**src/rtl/core/ufre_pkg.sv**
```systemverilog
// Package: shared types, opcodes and helpers of the unwind frame record encoder.
`timescale 1ns / 1ps
package ufre_pkg;

	localparam logic [2:0] REQ_START  = 3'd0;
	localparam logic [2:0] REQ_SAVE   = 3'd1;
	localparam logic [2:0] REQ_SETFP  = 3'd2;
	localparam logic [2:0] REQ_ALLOC  = 3'd3;
	localparam logic [2:0] REQ_FINISH = 3'd4;

	localparam logic [7:0] OP_ADV_SHORT = 8'h40;
	localparam logic [7:0] OP_OFFSET    = 8'h80;
	localparam logic [7:0] OP_ADV1      = 8'h02;
	localparam logic [7:0] OP_ADV2      = 8'h03;
	localparam logic [7:0] OP_ADV4      = 8'h04;
	localparam logic [7:0] OP_DEF_REG   = 8'h0D;
	localparam logic [7:0] OP_DEF_OFS   = 8'h0E;
	localparam logic [7:0] OP_NOP       = 8'h00;
	localparam logic [7:0] ULEB_MASK    = 8'h7F;
	localparam logic [31:0] BASE_OFFSET = 32'd8;
	localparam logic [3:0] PC_SLOT      = 4'd8;

	// frame state handed to the byte sequencer
	typedef struct packed {
		logic [31:0] link;
		logic [31:0] code;
		logic [31:0] prol;
		logic        seen;
		logic        fp_valid;
		logic [5:0]  fp_map;
		logic [31:0] fp_off;
		logic [31:0] frame_off;
	} ufre_info_t;

	function automatic logic [5:0] map_reg(input logic [5:0] r);
		logic [5:0] m;
		case (r)
			6'd0:    m = 6'd0;
			6'd1:    m = 6'd2;
			6'd2:    m = 6'd1;
			6'd3:    m = 6'd3;
			6'd4:    m = 6'd7;
			6'd5:    m = 6'd6;
			6'd6:    m = 6'd4;
			6'd7:    m = 6'd5;
			default: m = r;
		endcase
		return m;
	endfunction

endpackage

```
**src/rtl/core/ufre_if.sv**
```systemverilog
// Interfaces: request and response channels of the encoder.
`timescale 1ns / 1ps
interface ufre_req_if;
	logic        valid;
	logic        ready;
	logic [2:0]  req_type;
	logic [5:0]  op_reg;
	logic [31:0] alloc_bytes;
	logic [31:0] code_bytes;
	logic [31:0] entry_record_offset;
	logic [31:0] record_offset;
	logic [31:0] prologue_length;
	logic        self_managed_stack;
	modport source(output valid, req_type, op_reg, alloc_bytes, code_bytes,
		entry_record_offset, record_offset, prologue_length, self_managed_stack,
		input ready);
	modport sink(input valid, req_type, op_reg, alloc_bytes, code_bytes,
		entry_record_offset, record_offset, prologue_length, self_managed_stack,
		output ready);
endinterface

interface ufre_rsp_if;
	logic        valid;
	logic        ready;
	logic [63:0] out_word;
	logic        last_word;
	logic        record_built;
	logic [3:0]  pc_slot_offset;
	modport source(output valid, out_word, last_word, record_built, pc_slot_offset,
		input ready);
	modport sink(input valid, out_word, last_word, record_built, pc_slot_offset,
		output ready);
endinterface

```
**src/rtl/core/unwind_frame_record_encoder_top.sv**
```systemverilog
// Top level: prologue tracking, saved-register store and word assembly.
`timescale 1ns / 1ps
// Usage: items arrive on the req channel (valid/ready). Start latches the
// header and clears the prologue tracking; save, set frame pointer and
// allocate update the frame state. Each of these emits
// nothing. Finish emits the record as 64-bit little-endian words on the rsp
// channel, last_word marking the final one; a self-managed stack gives a
// single zero word with record_built low.
// On finish the byte sequencer walks the record twice, first to size it and
// then to emit it, one byte per cycle while the output register is not
// waiting, with extra steps for skipped rules and phase ends.
// req.ready is low while a record is in progress.
// A transaction on rsp is held in the output register until taken; while it
// waits the sequencer holds. A built record keeps req.ready low until its
// last word is taken; after a suppressed record a new item may be accepted
// while the zero word still waits.
// Reset clears all control state and the frame tracking; the saved-register
// store is not cleared, as only entries written since start are read.
module unwind_frame_record_encoder_top
	import ufre_pkg::*;
#(
	parameter int MAX_SAVED = 16
) (
	input logic       clk,
	input logic       arst_n,
	ufre_req_if.sink  req,
	ufre_rsp_if.source rsp
);

	localparam int CW = $clog2(MAX_SAVED + 1);
	localparam int IW = (MAX_SAVED > 1) ? $clog2(MAX_SAVED) : 1;

	localparam logic [1:0] ST_IDLE = 2'd0;
	localparam logic [1:0] ST_RUN  = 2'd1;
	localparam logic [1:0] ST_SUPP = 2'd2;

	logic [1:0]    state_q;
	logic [31:0]   code_q, link_q, prol_q;
	logic          supp_q, seen_q, fpv_q;
	logic [5:0]    fpn_q;
	logic [31:0]   fpo_q, frame_q;
	logic [CW-1:0] cnt_q, sav_idx;
	logic [3:0]    num_mem [MAX_SAVED];
	logic [28:0]   fac_mem [MAX_SAVED];
	logic [3:0]    num_rd_q;
	logic [28:0]   fac_rd_q;
	logic [5:0]    save_map;
	logic          acc, stall, byte_v, byte_last, done, seq_start;
	logic [7:0]    byte_d;
	logic [2:0]    bcnt_q;
	logic [55:0]   word_q;
	logic          ov_q, olast_q, obuilt_q;
	logic [63:0]   oword_q;
	logic [32:0]   sum8, sumal;
	logic [31:0]   fo_save;
	ufre_info_t    info;

	assign acc       = req.valid && req.ready;
	assign req.ready = state_q == ST_IDLE;
	assign sum8      = {1'b0, frame_q} + 33'd8;
	assign sumal     = {1'b0, frame_q} + {1'b0, req.alloc_bytes};
	assign fo_save   = sum8[32] ? 32'hFFFF_FFFF : sum8[31:0];
	assign seq_start = acc && req.req_type == REQ_FINISH && !supp_q;
	assign stall     = ov_q && !rsp.ready;
	assign save_map  = map_reg(req.op_reg);

	always_ff @(posedge clk or negedge arst_n) begin
		if (!arst_n) begin
			state_q <= ST_IDLE;
			code_q  <= 32'd0;
			link_q  <= 32'd0;
			prol_q  <= 32'd0;
			supp_q  <= 1'b0;
			seen_q  <= 1'b0;
			frame_q <= BASE_OFFSET;
			fpv_q   <= 1'b0;
			fpn_q   <= 6'd0;
			fpo_q   <= 32'd0;
			cnt_q   <= '0;
		end else begin
			if (acc) begin
				case (req.req_type)
					REQ_START: begin
						code_q  <= req.code_bytes;
						link_q  <= req.record_offset + 32'd4 - req.entry_record_offset;
						prol_q  <= req.prologue_length;
						supp_q  <= req.self_managed_stack;
						seen_q  <= 1'b0;
						frame_q <= BASE_OFFSET;
						fpv_q   <= 1'b0;
						fpn_q   <= 6'd0;
						fpo_q   <= 32'd0;
						cnt_q   <= '0;
					end
					REQ_SAVE: begin
						seen_q <= 1'b1;
						if (req.op_reg <= 6'd15) begin
							frame_q <= fo_save;
							if (cnt_q < CW'(MAX_SAVED)) cnt_q <= cnt_q + CW'(1);
						end
					end
					REQ_SETFP: begin
						seen_q <= 1'b1;
						fpv_q  <= 1'b1;
						fpn_q  <= req.op_reg;
						fpo_q  <= frame_q;
					end
					REQ_ALLOC: begin
						seen_q <= 1'b1;
						if (!fpv_q) frame_q <= sumal[32] ? 32'hFFFF_FFFF : sumal[31:0];
					end
					REQ_FINISH: state_q <= supp_q ? ST_SUPP : ST_RUN;
					default: ;
				endcase
			end
			if (state_q == ST_RUN && done) state_q <= ST_IDLE;
			if (state_q == ST_SUPP && !stall) state_q <= ST_IDLE;
		end
	end

	// store rules on save; read data is registered from the sequencer index
	always_ff @(posedge clk) begin
		if (acc && req.req_type == REQ_SAVE && req.op_reg <= 6'd15
				&& cnt_q < CW'(MAX_SAVED)) begin
			num_mem[cnt_q[IW-1:0]] <= save_map[3:0];
			fac_mem[cnt_q[IW-1:0]] <= fo_save[31:3];
		end
		num_rd_q <= num_mem[sav_idx[IW-1:0]];
		fac_rd_q <= fac_mem[sav_idx[IW-1:0]];
	end

	assign info = '{link: link_q, code: code_q, prol: prol_q, seen: seen_q,
		fp_valid: fpv_q, fp_map: map_reg(fpn_q), fp_off: fpo_q, frame_off: frame_q};

	ufre_seq #(.MAX_SAVED(MAX_SAVED)) u_seq (
		.clk       (clk),
		.arst_n    (arst_n),
		.start     (seq_start),
		.stall     (stall),
		.info      (info),
		.sav_cnt   (cnt_q),
		.sav_idx   (sav_idx),
		.sav_num   (num_rd_q),
		.sav_fac   (fac_rd_q),
		.byte_v    (byte_v),
		.byte_d    (byte_d),
		.byte_last (byte_last),
		.done      (done)
	);

	// pack bytes, lowest first; the eighth byte completes a word
	always_ff @(posedge clk or negedge arst_n) begin
		if (!arst_n) begin
			bcnt_q <= 3'd0;
			ov_q   <= 1'b0;
		end else begin
			if (rsp.ready) ov_q <= 1'b0;
			if (seq_start) bcnt_q <= 3'd0;
			else if (byte_v) bcnt_q <= bcnt_q + 3'd1;
			if (byte_v && bcnt_q == 3'd7) ov_q <= 1'b1;
			if (state_q == ST_SUPP && !stall) ov_q <= 1'b1;
		end
	end

	always_ff @(posedge clk) begin
		if (byte_v) word_q <= {byte_d, word_q[55:8]};
		if (byte_v && bcnt_q == 3'd7) begin
			oword_q  <= {byte_d, word_q};
			olast_q  <= byte_last;
			obuilt_q <= 1'b1;
		end
		if (state_q == ST_SUPP && !stall) begin
			oword_q  <= 64'd0;
			olast_q  <= 1'b1;
			obuilt_q <= 1'b0;
		end
	end

	assign rsp.valid          = ov_q;
	assign rsp.out_word       = oword_q;
	assign rsp.last_word      = olast_q;
	assign rsp.record_built   = obuilt_q;
	assign rsp.pc_slot_offset = obuilt_q ? PC_SLOT : 4'd0;

	a_rise_busy: assert property (@(posedge clk) disable iff (!arst_n)
		$rose(ov_q) |-> $past(state_q) != ST_IDLE)
		else $error("result word appeared with no record in progress");
	a_cnt_max: assert property (@(posedge clk) disable iff (!arst_n)
		cnt_q <= CW'(MAX_SAVED))
		else $error("saved-register count beyond store depth");
	a_supp_last: assert property (@(posedge clk) disable iff (!arst_n)
		ov_q && !obuilt_q |-> olast_q)
		else $error("suppressed record word not marked last");
	a_no_byte_idle: assert property (@(posedge clk) disable iff (!arst_n)
		byte_v |-> state_q == ST_RUN)
		else $error("record byte produced outside a record");

endmodule

```
**src/rtl/core/ufre_seq.sv**
```systemverilog
// Byte sequencer: walks the record twice, sizing it and then emitting its bytes.
`timescale 1ns / 1ps
module ufre_seq
	import ufre_pkg::*;
#(
	parameter int MAX_SAVED = 16
) (
	input  logic                                 clk,
	input  logic                                 arst_n,
	input  logic                                 start,
	input  logic                                 stall,
	input  ufre_info_t                           info,
	input  logic [$clog2(MAX_SAVED+1)-1:0]       sav_cnt,
	output logic [$clog2(MAX_SAVED+1)-1:0]       sav_idx,
	input  logic [3:0]                           sav_num,
	input  logic [28:0]                          sav_fac,
	output logic                                 byte_v,
	output logic [7:0]                           byte_d,
	output logic                                 byte_last,
	output logic                                 done
);

	localparam int CW = $clog2(MAX_SAVED + 1);

	localparam logic [3:0] P_HDR     = 4'd0;
	localparam logic [3:0] P_ADV_OP  = 4'd1;
	localparam logic [3:0] P_ADV_ARG = 4'd2;
	localparam logic [3:0] P_FP_OP   = 4'd3;
	localparam logic [3:0] P_FP_REG  = 4'd4;
	localparam logic [3:0] P_CFA_OP  = 4'd5;
	localparam logic [3:0] P_ULEB    = 4'd6;
	localparam logic [3:0] P_SAV_OP  = 4'd7;
	localparam logic [3:0] P_PAD     = 4'd8;

	logic          run_q, pass_q;
	logic [3:0]    phase_q, phase_d;
	logic [4:0]    idx_q, idx_d;
	logic [31:0]   sh_q, sh_d;
	logic [2:0]    n_q, n_d;
	logic [CW-1:0] si_q, si_d;
	logic [7:0]    pos_q, total_q;
	logic          emit, swap, fin;
	logic [7:0]    eb;
	logic [31:0]   hw, cfa_off;

	assign cfa_off = info.fp_valid ? info.fp_off : info.frame_off;

	always_comb begin
		case (idx_q[3:2])
			2'd0:    hw = {24'd0, total_q - 8'd4};
			2'd1:    hw = info.link;
			2'd2:    hw = 32'd0;
			default: hw = info.code;
		endcase
	end

	always_comb begin
		emit    = 1'b0;
		eb      = OP_NOP;
		swap    = 1'b0;
		fin     = 1'b0;
		phase_d = phase_q;
		idx_d   = idx_q;
		sh_d    = sh_q;
		n_d     = n_q;
		si_d    = si_q;
		case (phase_q)
			P_HDR: begin
				emit  = 1'b1;
				eb    = idx_q[4] ? OP_NOP : 8'(hw >> {idx_q[1:0], 3'b000});
				idx_d = idx_q + 5'd1;
				if (idx_q[4]) phase_d = P_ADV_OP;
			end
			P_ADV_OP: begin
				phase_d = P_FP_OP;
				if (info.seen && info.prol != 32'd0) begin
					emit = 1'b1;
					sh_d = info.prol;
					if (info.prol < 32'd64) begin
						eb = OP_ADV_SHORT | {2'b00, info.prol[5:0]};
					end else if (info.prol <= 32'hFF) begin
						eb = OP_ADV1; n_d = 3'd1; phase_d = P_ADV_ARG;
					end else if (info.prol <= 32'hFFFF) begin
						eb = OP_ADV2; n_d = 3'd2; phase_d = P_ADV_ARG;
					end else begin
						eb = OP_ADV4; n_d = 3'd4; phase_d = P_ADV_ARG;
					end
				end
			end
			P_ADV_ARG: begin
				emit = 1'b1;
				eb   = sh_q[7:0];
				sh_d = sh_q >> 8;
				n_d  = n_q - 3'd1;
				if (n_q == 3'd1) phase_d = P_FP_OP;
			end
			P_FP_OP: begin
				if (info.fp_valid) begin
					emit = 1'b1; eb = OP_DEF_REG; phase_d = P_FP_REG;
				end else begin
					phase_d = P_CFA_OP;
				end
			end
			P_FP_REG: begin
				emit = 1'b1; eb = {2'b00, info.fp_map}; phase_d = P_CFA_OP;
			end
			P_CFA_OP: begin
				phase_d = P_SAV_OP;
				if (cfa_off != BASE_OFFSET) begin
					emit = 1'b1; eb = OP_DEF_OFS; sh_d = cfa_off; phase_d = P_ULEB;
				end
			end
			P_ULEB: begin
				emit = 1'b1;
				eb   = {sh_q[31:7] != 25'd0, sh_q[6:0]} & (ULEB_MASK | OP_OFFSET);
				sh_d = sh_q >> 7;
				if (sh_q[31:7] == 25'd0) phase_d = P_SAV_OP;
			end
			P_SAV_OP: begin
				if (si_q < sav_cnt) begin
					emit    = 1'b1;
					eb      = OP_OFFSET | {4'd0, sav_num};
					sh_d    = {3'd0, sav_fac};
					si_d    = si_q + CW'(1);
					phase_d = P_ULEB;
				end else begin
					phase_d = P_PAD;
				end
			end
			P_PAD: begin
				if (pos_q[2:0] != 3'd0) begin
					emit = 1'b1;
				end else if (!pass_q) begin
					swap = 1'b1;
				end else begin
					fin = 1'b1;
				end
			end
			default: phase_d = P_PAD;
		endcase
	end

	always_ff @(posedge clk or negedge arst_n) begin
		if (!arst_n) begin
			run_q   <= 1'b0;
			pass_q  <= 1'b0;
			phase_q <= P_HDR;
			idx_q   <= 5'd0;
			si_q    <= '0;
			pos_q   <= 8'd0;
			total_q <= 8'd0;
		end else if (start) begin
			run_q   <= 1'b1;
			pass_q  <= 1'b0;
			phase_q <= P_HDR;
			idx_q   <= 5'd0;
			si_q    <= '0;
			pos_q   <= 8'd0;
		end else if (run_q && !stall) begin
			if (swap) begin
				// sizing pass over: rewind and emit for real
				total_q <= pos_q;
				pass_q  <= 1'b1;
				phase_q <= P_HDR;
				idx_q   <= 5'd0;
				si_q    <= '0;
				pos_q   <= 8'd0;
			end else if (fin) begin
				run_q <= 1'b0;
			end else begin
				phase_q <= phase_d;
				idx_q   <= idx_d;
				si_q    <= si_d;
				if (emit) pos_q <= pos_q + 8'd1;
			end
		end
	end

	always_ff @(posedge clk) begin
		if (run_q && !stall) begin
			sh_q <= sh_d;
			n_q  <= n_d;
		end
	end

	assign sav_idx   = si_q;
	assign byte_v    = run_q && pass_q && emit && !stall;
	assign byte_d    = eb;
	assign byte_last = (pos_q + 8'd1) == total_q;
	assign done      = run_q && pass_q && fin && !stall;

endmodule

```
**src/flat_wrapper.sv**
```systemverilog
// flat-port wrapper written by rule: the top's interface ports become plain ports
module unwind_frame_record_encoder_top_flat import ufre_pkg::*;
#(
	parameter int MAX_SAVED = 16
)
  (clk, arst_n, req_valid, req_req_type, req_op_reg, req_alloc_bytes, req_code_bytes, req_entry_record_offset, req_record_offset, req_prologue_length, req_self_managed_stack, req_ready, rsp_valid, rsp_out_word, rsp_last_word, rsp_record_built, rsp_pc_slot_offset, rsp_ready);
  ufre_req_if req_i ();
  ufre_rsp_if rsp_i ();
  input logic clk;
  input logic arst_n;
  input wire logic [$bits(req_i.valid)-1:0] req_valid;
  input wire logic [$bits(req_i.req_type)-1:0] req_req_type;
  input wire logic [$bits(req_i.op_reg)-1:0] req_op_reg;
  input wire logic [$bits(req_i.alloc_bytes)-1:0] req_alloc_bytes;
  input wire logic [$bits(req_i.code_bytes)-1:0] req_code_bytes;
  input wire logic [$bits(req_i.entry_record_offset)-1:0] req_entry_record_offset;
  input wire logic [$bits(req_i.record_offset)-1:0] req_record_offset;
  input wire logic [$bits(req_i.prologue_length)-1:0] req_prologue_length;
  input wire logic [$bits(req_i.self_managed_stack)-1:0] req_self_managed_stack;
  output wire logic [$bits(req_i.ready)-1:0] req_ready;
  output wire logic [$bits(rsp_i.valid)-1:0] rsp_valid;
  output wire logic [$bits(rsp_i.out_word)-1:0] rsp_out_word;
  output wire logic [$bits(rsp_i.last_word)-1:0] rsp_last_word;
  output wire logic [$bits(rsp_i.record_built)-1:0] rsp_record_built;
  output wire logic [$bits(rsp_i.pc_slot_offset)-1:0] rsp_pc_slot_offset;
  input wire logic [$bits(rsp_i.ready)-1:0] rsp_ready;
  assign req_i.valid = req_valid;
  assign req_i.req_type = req_req_type;
  assign req_i.op_reg = req_op_reg;
  assign req_i.alloc_bytes = req_alloc_bytes;
  assign req_i.code_bytes = req_code_bytes;
  assign req_i.entry_record_offset = req_entry_record_offset;
  assign req_i.record_offset = req_record_offset;
  assign req_i.prologue_length = req_prologue_length;
  assign req_i.self_managed_stack = req_self_managed_stack;
  assign req_ready = req_i.ready;
  assign rsp_valid = rsp_i.valid;
  assign rsp_out_word = rsp_i.out_word;
  assign rsp_last_word = rsp_i.last_word;
  assign rsp_record_built = rsp_i.record_built;
  assign rsp_pc_slot_offset = rsp_i.pc_slot_offset;
  assign rsp_i.ready = rsp_ready;
  unwind_frame_record_encoder_top #(.MAX_SAVED(MAX_SAVED)) u_core (.clk(clk), .arst_n(arst_n), .req(req_i), .rsp(rsp_i));
endmodule
```
**config.mk**
```make
export PLATFORM = sky130hd
export DESIGN_NAME = unwind_frame_record_encoder_top_flat
export DESIGN_NICKNAME = d
export VERILOG_FILES = /design/src/rtl/core/ufre_pkg.sv /design/src/rtl/core/ufre_if.sv /design/src/rtl/core/unwind_frame_record_encoder_top.sv /design/src/rtl/core/ufre_seq.sv /design/src/flat_wrapper.sv
export SDC_FILE = /design/constraint.sdc
export NUM_CORES = 2
export LEC_CHECK = 0
export ABC_CLOCK_PERIOD_IN_PS = 9500
export BUFFER_PORTS_ARGS = -buffer_cell sky130_fd_sc_hd__buf_2
export CAP_MARGIN = 20
export CORE_ASPECT_RATIO = 1.4
export CORE_MARGIN = 10
export CORE_UTILIZATION = 60
export CTS_CLUSTER_DIAMETER = 200
export DETAILED_ROUTE_END_ITERATION = 12
export PLACE_DENSITY = 0.79
export SETUP_SLACK_MARGIN = 0.02
export SLEW_MARGIN = 5
export SYNTH_ARGS = -nofsm -noshare
export SYNTH_HDL_FRONTEND = slang
export SYNTH_SLANG_ARGS = --single-unit
```
**constraint.sdc**
```tcl
create_clock -name clk -period 9.5 [get_ports clk]
set_input_delay 0.475 -clock clk [delete_from_list [all_inputs] [get_ports clk]]
set_output_delay 0.475 -clock clk [all_outputs]
set_load 0.01 [all_outputs]
```
# Word-level counts from Yosys, hierarchy flattened
# Memory sizes are Yosys's and may differ from the RTL's. A register that Yosys moved wholly into a read port is not among the register bits.
# Cells that the tools add are included.
dict set report classes {
  n_addsub 11
  mul 0
  div 0
  magnitude_cmp 6
  eq_ne 47
  n_shift 1
  mux 95
  bitwise_logic 1
  reduce_logical 64
}
# op n
set ops {}
lappend ops {{32-bit two-way mux} 8}
lappend ops {{32-bit case mux with 3 select lines} 2}
lappend ops {{32-bit case mux with 5 select lines} 1}
lappend ops {{5-bit two-way mux} 13}
lappend ops {{32-bit case mux with 2 select lines} 1}
lappend ops {{8-bit case mux with 8 select lines} 1}
lappend ops {{8-bit two-way mux} 7}
lappend ops {{6-bit by 3-bit == test with 1-bit output, second input constant} 8}
lappend ops {{6-bit case mux with 8 select lines} 1}
lappend ops {{4-bit two-way mux} 11}
lappend ops {{4-bit case mux with 9 select lines} 1}
lappend ops {{32-bit by 32-bit adder with 33-bit output} 1}
lappend ops {{32-bit by 4-bit adder with 33-bit output, second input constant} 1}
lappend ops {{32-bit by 3-bit adder with 32-bit output, second input constant} 1}
lappend ops {{32-bit by 16-bit less-or-equal comparator with 1-bit output, second input constant} 1}
lappend ops {{32-bit by 8-bit less-or-equal comparator with 1-bit output, second input constant} 1}
lappend ops {{32-bit by 7-bit less-than comparator with 1-bit output, second input constant} 1}
lappend ops {{32-bit by 4-bit != test with 1-bit output, second input constant} 1}
lappend ops {{4-bit case mux with 8 select lines} 1}
lappend ops {{32-bit nonzero test} 1}
lappend ops {{32-bit by 5-bit right shift with 8-bit output} 1}
lappend ops {{32-bit subtractor} 1}
lappend ops {{1-bit two-way mux} 27}
lappend ops {{3-bit nonzero test} 9}
lappend ops {{other kinds (50)} 124}
dict set report totals {
  reg_bits 369
  latch_bits 0
  ramBits 528
  mem_bits_ro 0
  inputBits 174
  out_inout_bits 72
  word_cells 253
  n_memories 2
}
# name depth width rd rd_ports_with_merged_regs wr line_no
set memory_table {}
lappend memory_table {u_core.fac_mem 16 29 1 1 1 unwind_frame_record_encoder_top.sv:44} ;# logic [28:0] fac_mem [MAX_SAVED];
lappend memory_table {u_core.num_mem 16 4 1 1 1 unwind_frame_record_encoder_top.sv:43} ;# logic [3:0] num_mem [MAX_SAVED];

# Longest topological paths before layout
dict set report depth {
  word_depth 9
  mapped_depth 15
  mapped_depth_nobuf 14
}

# By module
# Synthesis repeated with hierarchy kept, for this count alone.
dict set report unflattened {
  hier_cells 3226
  area_unflattened_um2 42146.7
}
# module n_inst cells_each area_each_um2 seq_area_each_um2
set modules_own_cells {}
lappend modules_own_cells {unwind_frame_record_encoder_top 1 2621 36555.1 24024.3}
lappend modules_own_cells {ufre_seq 1 605 5591.6 1851.8}

# Worst setup path before layout
# Ideal clock, no wire load.
dict set report synth_path {
  kind {input to register}
  from {input req_req_type[1]}
  to {memory u_core.fac_mem[3][0] (enable)}
  setup_ns 0.464
  t_arrival_ns 3.838
  required_ns 9.036
  path_slack_ns 5.198
  cell_stages 6
  path_buffers 2
  path_cell_list {clkbuf_1 > nand2b_1 > clkbuf_1 > nor4_1 > nand2_1 > nor3_1}
}
dict set report synth_via {
  elab_chain_len 6
}
# item line_no
set synth_rtl {}
lappend synth_rtl {{start, declared} flat_wrapper.sv:12} ;# input wire logic [$bits(req_i.req_type)-1:0] req_req_type;
lappend synth_rtl {{3-bit by 1-bit == test with 1-bit output} unwind_frame_record_encoder_top.sv:123} ;# if (acc && req.req_type == REQ_SAVE && req.op_reg <= 6'd15
lappend synth_rtl {{1-bit logical AND (2 in a row)} unwind_frame_record_encoder_top.sv:123}
lappend synth_rtl {{1-bit logical AND} unwind_frame_record_encoder_top.sv:124} ;# && cnt_q < CW'(MAX_SAVED)) begin
lappend synth_rtl {{1-bit two-way mux} unwind_frame_record_encoder_top.sv:123}
lappend synth_rtl {{1-bit two-way mux (not written as such)} unwind_frame_record_encoder_top.sv:126} ;# fac_mem[cnt_q[IW-1:0]] <= fo_save[31:3];
lappend synth_rtl {{end, declared} unwind_frame_record_encoder_top.sv:44}
# Every way passes these cells.

# Final worst setup path
dict set report layout_path {
  from {register u_core.u_seq.phase_q[2]}
  to {register u_core.oword_q[39] (netlist: u_core.rsp.out_word[39])}
}
dict set report layout_via {
  elab_chain_len 6
  word_cells_on_any_way 14
  cone_classes {eq/ne (8); mux (1); reduce/logical (5)}
}
# item line_no
set layout_rtl {}
lappend layout_rtl {{start, declared} ufre_seq.sv:36} ;# logic [3:0] phase_q, phase_d;
lappend layout_rtl {{start signal, assigned} ufre_seq.sv:171} ;# phase_q <= phase_d;
lappend layout_rtl {{4-bit by 3-bit == test with 1-bit output (tied with other cells)} ufre_seq.sv:67} ;# case (phase_q)
lappend layout_rtl {{4-bit OR reduction (no source line)} -}
lappend layout_rtl {{1-bit case mux with 6 select lines *} ufre_seq.sv:67}
lappend layout_rtl {{1-bit logical AND * (2 in a row)} ufre_seq.sv:187} ;# assign byte_v = run_q && pass_q && emit && !stall;
lappend layout_rtl {{1-bit logical AND *} unwind_frame_record_encoder_top.sv:167} ;# if (byte_v && bcnt_q == 3'd7) begin
lappend layout_rtl {{end signal, assigned} unwind_frame_record_encoder_top.sv:168} ;# oword_q <= {byte_d, word_q};
lappend layout_rtl {{end, declared} unwind_frame_record_encoder_top.sv:53} ;# logic [63:0] oword_q;
# Every way passes the cells marked *; elsewhere a longest branch is shown, timed or not.
# A chain may end at the register's enable or synchronous reset.

==> summary.txt <==
antenna violations before repair -> 0
critical path type -> flop to flop
switching share of power -> 0.3267
pwr/cell area -> 265.1 mW/mm^2
number of synthesis warnings -> 0
Worst setup SP type -> flop
Reg area -> 0.02589 sq mm
Iteration-0 DRC Markers -> 2846
Sequential Power Share -> 0.465
Root Driver -> clkbuf_16
ys flop type -> edfxtp_1
detailed-route via count -> 27990
period utilisation layout -> 0.5200
largest net degree at the start of global routing -> 93
Fillers -> 4709
total global-route track usage -> 0.2849
Final Cell Area -> 0.04676 sq mm
# nets final -> 3653
post-DR vias/cell -> 6.415
TritonCTS clock tree -> yes
die width -> 242.7 um
Util after Layout -> 0.6788
P_sw -> 0.004050 W
Max Slew Vio Count -> 0
FF+latch count, synth -> 930
Internal Dissipation -> 0.008348 W
post-synthesis sequential area ratio -> 0.6212
hpwl dp -> 76330 um
hold path startpoint -> req_code_bytes[3]
Clock Latency Late Sink -> 660 ps
Leakage -> 17.86 nW
commonest non-fill, non-tap cell in the layout -> edfxtp_1
port bufs -> 242
RePlAce Congestion -> 0.9392
Syn Inst Count -> 3169
final setup fails -> 0
Worst setup EP type -> flop
area leader, netlist -> edfxtp_1
Worst Tran Pin Value -> 1104 ps
Crit Reg-Reg Startpoint -> u_core.u_seq.phase_q[2]$_DFFE_PN0P_
post-CTS setup buffer count -> 0
# IOs -> 246
clock sinks -> 930
Setup TNS -> 0 ps
synthesized area per cell -> 13.14 sq um
first-pass GRT wire length -> 175400 um
power share of the clock group -> 0.286
Die H -> 331.8 um
clk buf depth -> 3
Layout area overhead -> 12.27%
Rel. slew slack -> 0.2642
Max Freq -> 0.2024 GHz
Hold Path Class -> primary input to flop
Routed WL -> 116200 um
CTS Buf Count -> 83
Initial Utilization -> 0.6046
clk_skew -> 26.85 ps
routed length per instance -> 26.63 um
post-synth cell types -> 81
EDFF count, synth -> 619
Yosys top cell area share -> 0.4462
Pre-antenna DRT Iters -> 7
vias in the first global route -> 28180
Peak supply drop -> 0.1549 mV
die area -> 0.08051 sq mm
H-tree level count -> 3
core box area -> 0.06889 sq mm
RSZ-0062 raised after global routing -> no
synthesized area -> 0.04165 sq mm
Crit. Startpoint -> u_core.u_seq.phase_q[2]$_DFFE_PN0P_
max cap viols -> 0
most frequent cells in the layout -> 619 x edfxtp_1, 533 x nand2_1, 241 x buf_2, 206 x dfrtp_1, 184 x o21ai_0
Reg clk slew, reported paths -> 70 ps
Multi-input gate area -> 0.01490 sq mm
placed instance area -> 0.04377 sq mm
Placement Rows -> 114
Area contributors post-synth -> edfxtp_1 45%, dfrtp_1 13%, mux4_2 9.4%
FFs w/ async S/R, synth -> 0.2280
final hold vios -> 0
CP Data Required Time -> 10050 ps
antenna viol nets, final -> 0
DRC errors left -> 0
combinational share of power -> 0.250
fin crit period -> 4940 ps
post-cts resize count -> 0
CP max FO -> 66
Worst Path Arrival -> 5490 ps
GR Overflow Total -> 0
layout cell share with drive strength beyond 1 -> 0.1986
status -> complete, no violations
## flip-flops by register name, indices dropped and copies added, names as in the netlist, 4 cells and up
register / count
u_core.cnt_q: 5
u_core.code_q: 32
u_core.fac_mem: 464
u_core.fac_rd_q: 29
u_core.fpn_q: 6
u_core.fpo_q: 32
u_core.frame_q: 32
u_core.link_q: 32
u_core.num_mem: 64
u_core.num_rd_q: 4
u_core.prol_q: 32
u_core.rsp.out_word: 64
u_core.u_seq.idx_q: 5
u_core.u_seq.phase_q: 4
u_core.u_seq.pos_q: 8
u_core.u_seq.sav_idx: 5
u_core.u_seq.sh_q: 32
u_core.u_seq.total_q: 8
u_core.word_q: 56
## cells in the mapped netlist (25+ instances only)
cell type and number:
a21oi_1 169, nand3_1 50, edfxtp_1 619, nor3_1 41, clkbuf_1 137, o21ai_0 184, dfrtp_1 211, dfxtp_1 99
and3_1 25, mux2i_1 75, nor2_1 137, xnor2_1 50, ha_1 111, inv_1 63, o22ai_1 37, xor2_1 38
mux4_2 173, a221o_1 31, buf_1 30, nand2_1 533, a21o_1 39
## worst max-delay path, cell delays in order, from the launching register on
cell,delay (ps)
dfrtp_2,1010
nand2b_1,250
or3b_2,830
a31oi_1,420
or4_1,290
and3_2,200
buf_4,600
and2_4,790
nand2_1,190
a21oi_1,190
## area by class of cell
type,instances,area share
Sequential cell,930,0.5536
Multi-Input combinational cell,1991,0.3187
Clock buffer,103,0.04757
Timing Repair Buffer,297,0.03633
Tap cell,928,0.02483
Clock inverter,50,0.01386
Inverter,63,0.005057
Antenna cell,2,0.0001070
## power by group through the flow
stage / clock, W / sequential, W / combinational [W]
6_report: 0.00354 / 0.00576 / 0.00310
4_1_cts: 0.00358 / 0.00574 / 0.00303
5_1_grt: 0.00373 / 0.00581 / 0.00336
3_3_place_gp: 0 / 0.00580 / 0.00289
3_5_place_dp: 0 / 0.00582 / 0.00299
2_1_floorplan: 0 / 0.00539 / 0.00231
## per-layer routing
metal / vias up / track usage / part of all wire
met5: - / 0 / 0
met4: 0 / 0.1385 / 0.053
met3: 298 / 0.04762 / 0.070
met2: 1371 / 0.5021 / 0.52
met1: 14070 / 0.3336 / 0.36
li1: 12260 / - / -
## metrics by stage
stage	total power, W	hold WS, ps	cells	setup WS (ps)
floorplan	0.007709	179.4	3171	5198
global placement	0.008692	430.8	4201	4857
detailed placement	0.008814	434.0	4202	4636
CTS	0.01235	7.352	4357	4539
global route	0.01290	45.42	4362	4193
finish	0.01240	35.72	4364	4560
## cells by family after synthesis
logic type	Yosys count	share of synthesized area
buffers and inverters	250	0.02502
adders and majority gates	113	0.03430
other	1	0.00009003
AOI/OAI and AO/OA	594	0.08810
muxes	255	0.1135
DFF	930	0.6212
xor gates and xnor gates	88	0.01850
and+or+nand+nor	938	0.09933
## what timing repair did
action	4_1_cts	5_1_grt
hold endpoints to repair	91	0
setup endpoints to repair	0	0
hold buffers	2	0
## worst paths after layout
| kind | to | slack, ps | depth (start not counted) |
|---|---|---|---|
| max reg2reg | u_core.rsp.out_word[39]$_SDFFE_PP0P_ | 4560 | 9 |
| min | u_core.code_q[3]$_DFFE_PN0P_ | 40 | 3 |
| min in group asynchronous | u_core.frame_q[6]$_DFFE_PN0P_ | 470 | 2 |
| max | u_core.rsp.out_word[39]$_SDFFE_PP0P_ | 4560 | 9 |
| min reg2reg | u_core.word_q[40]$_DFFE_PP_ | 450 | 0 |
| max in group asynchronous | u_core.code_q[30]$_DFFE_PN0P_ | 6880 | 4 |
No activity file was read; power rests on OpenSTA's default activity.
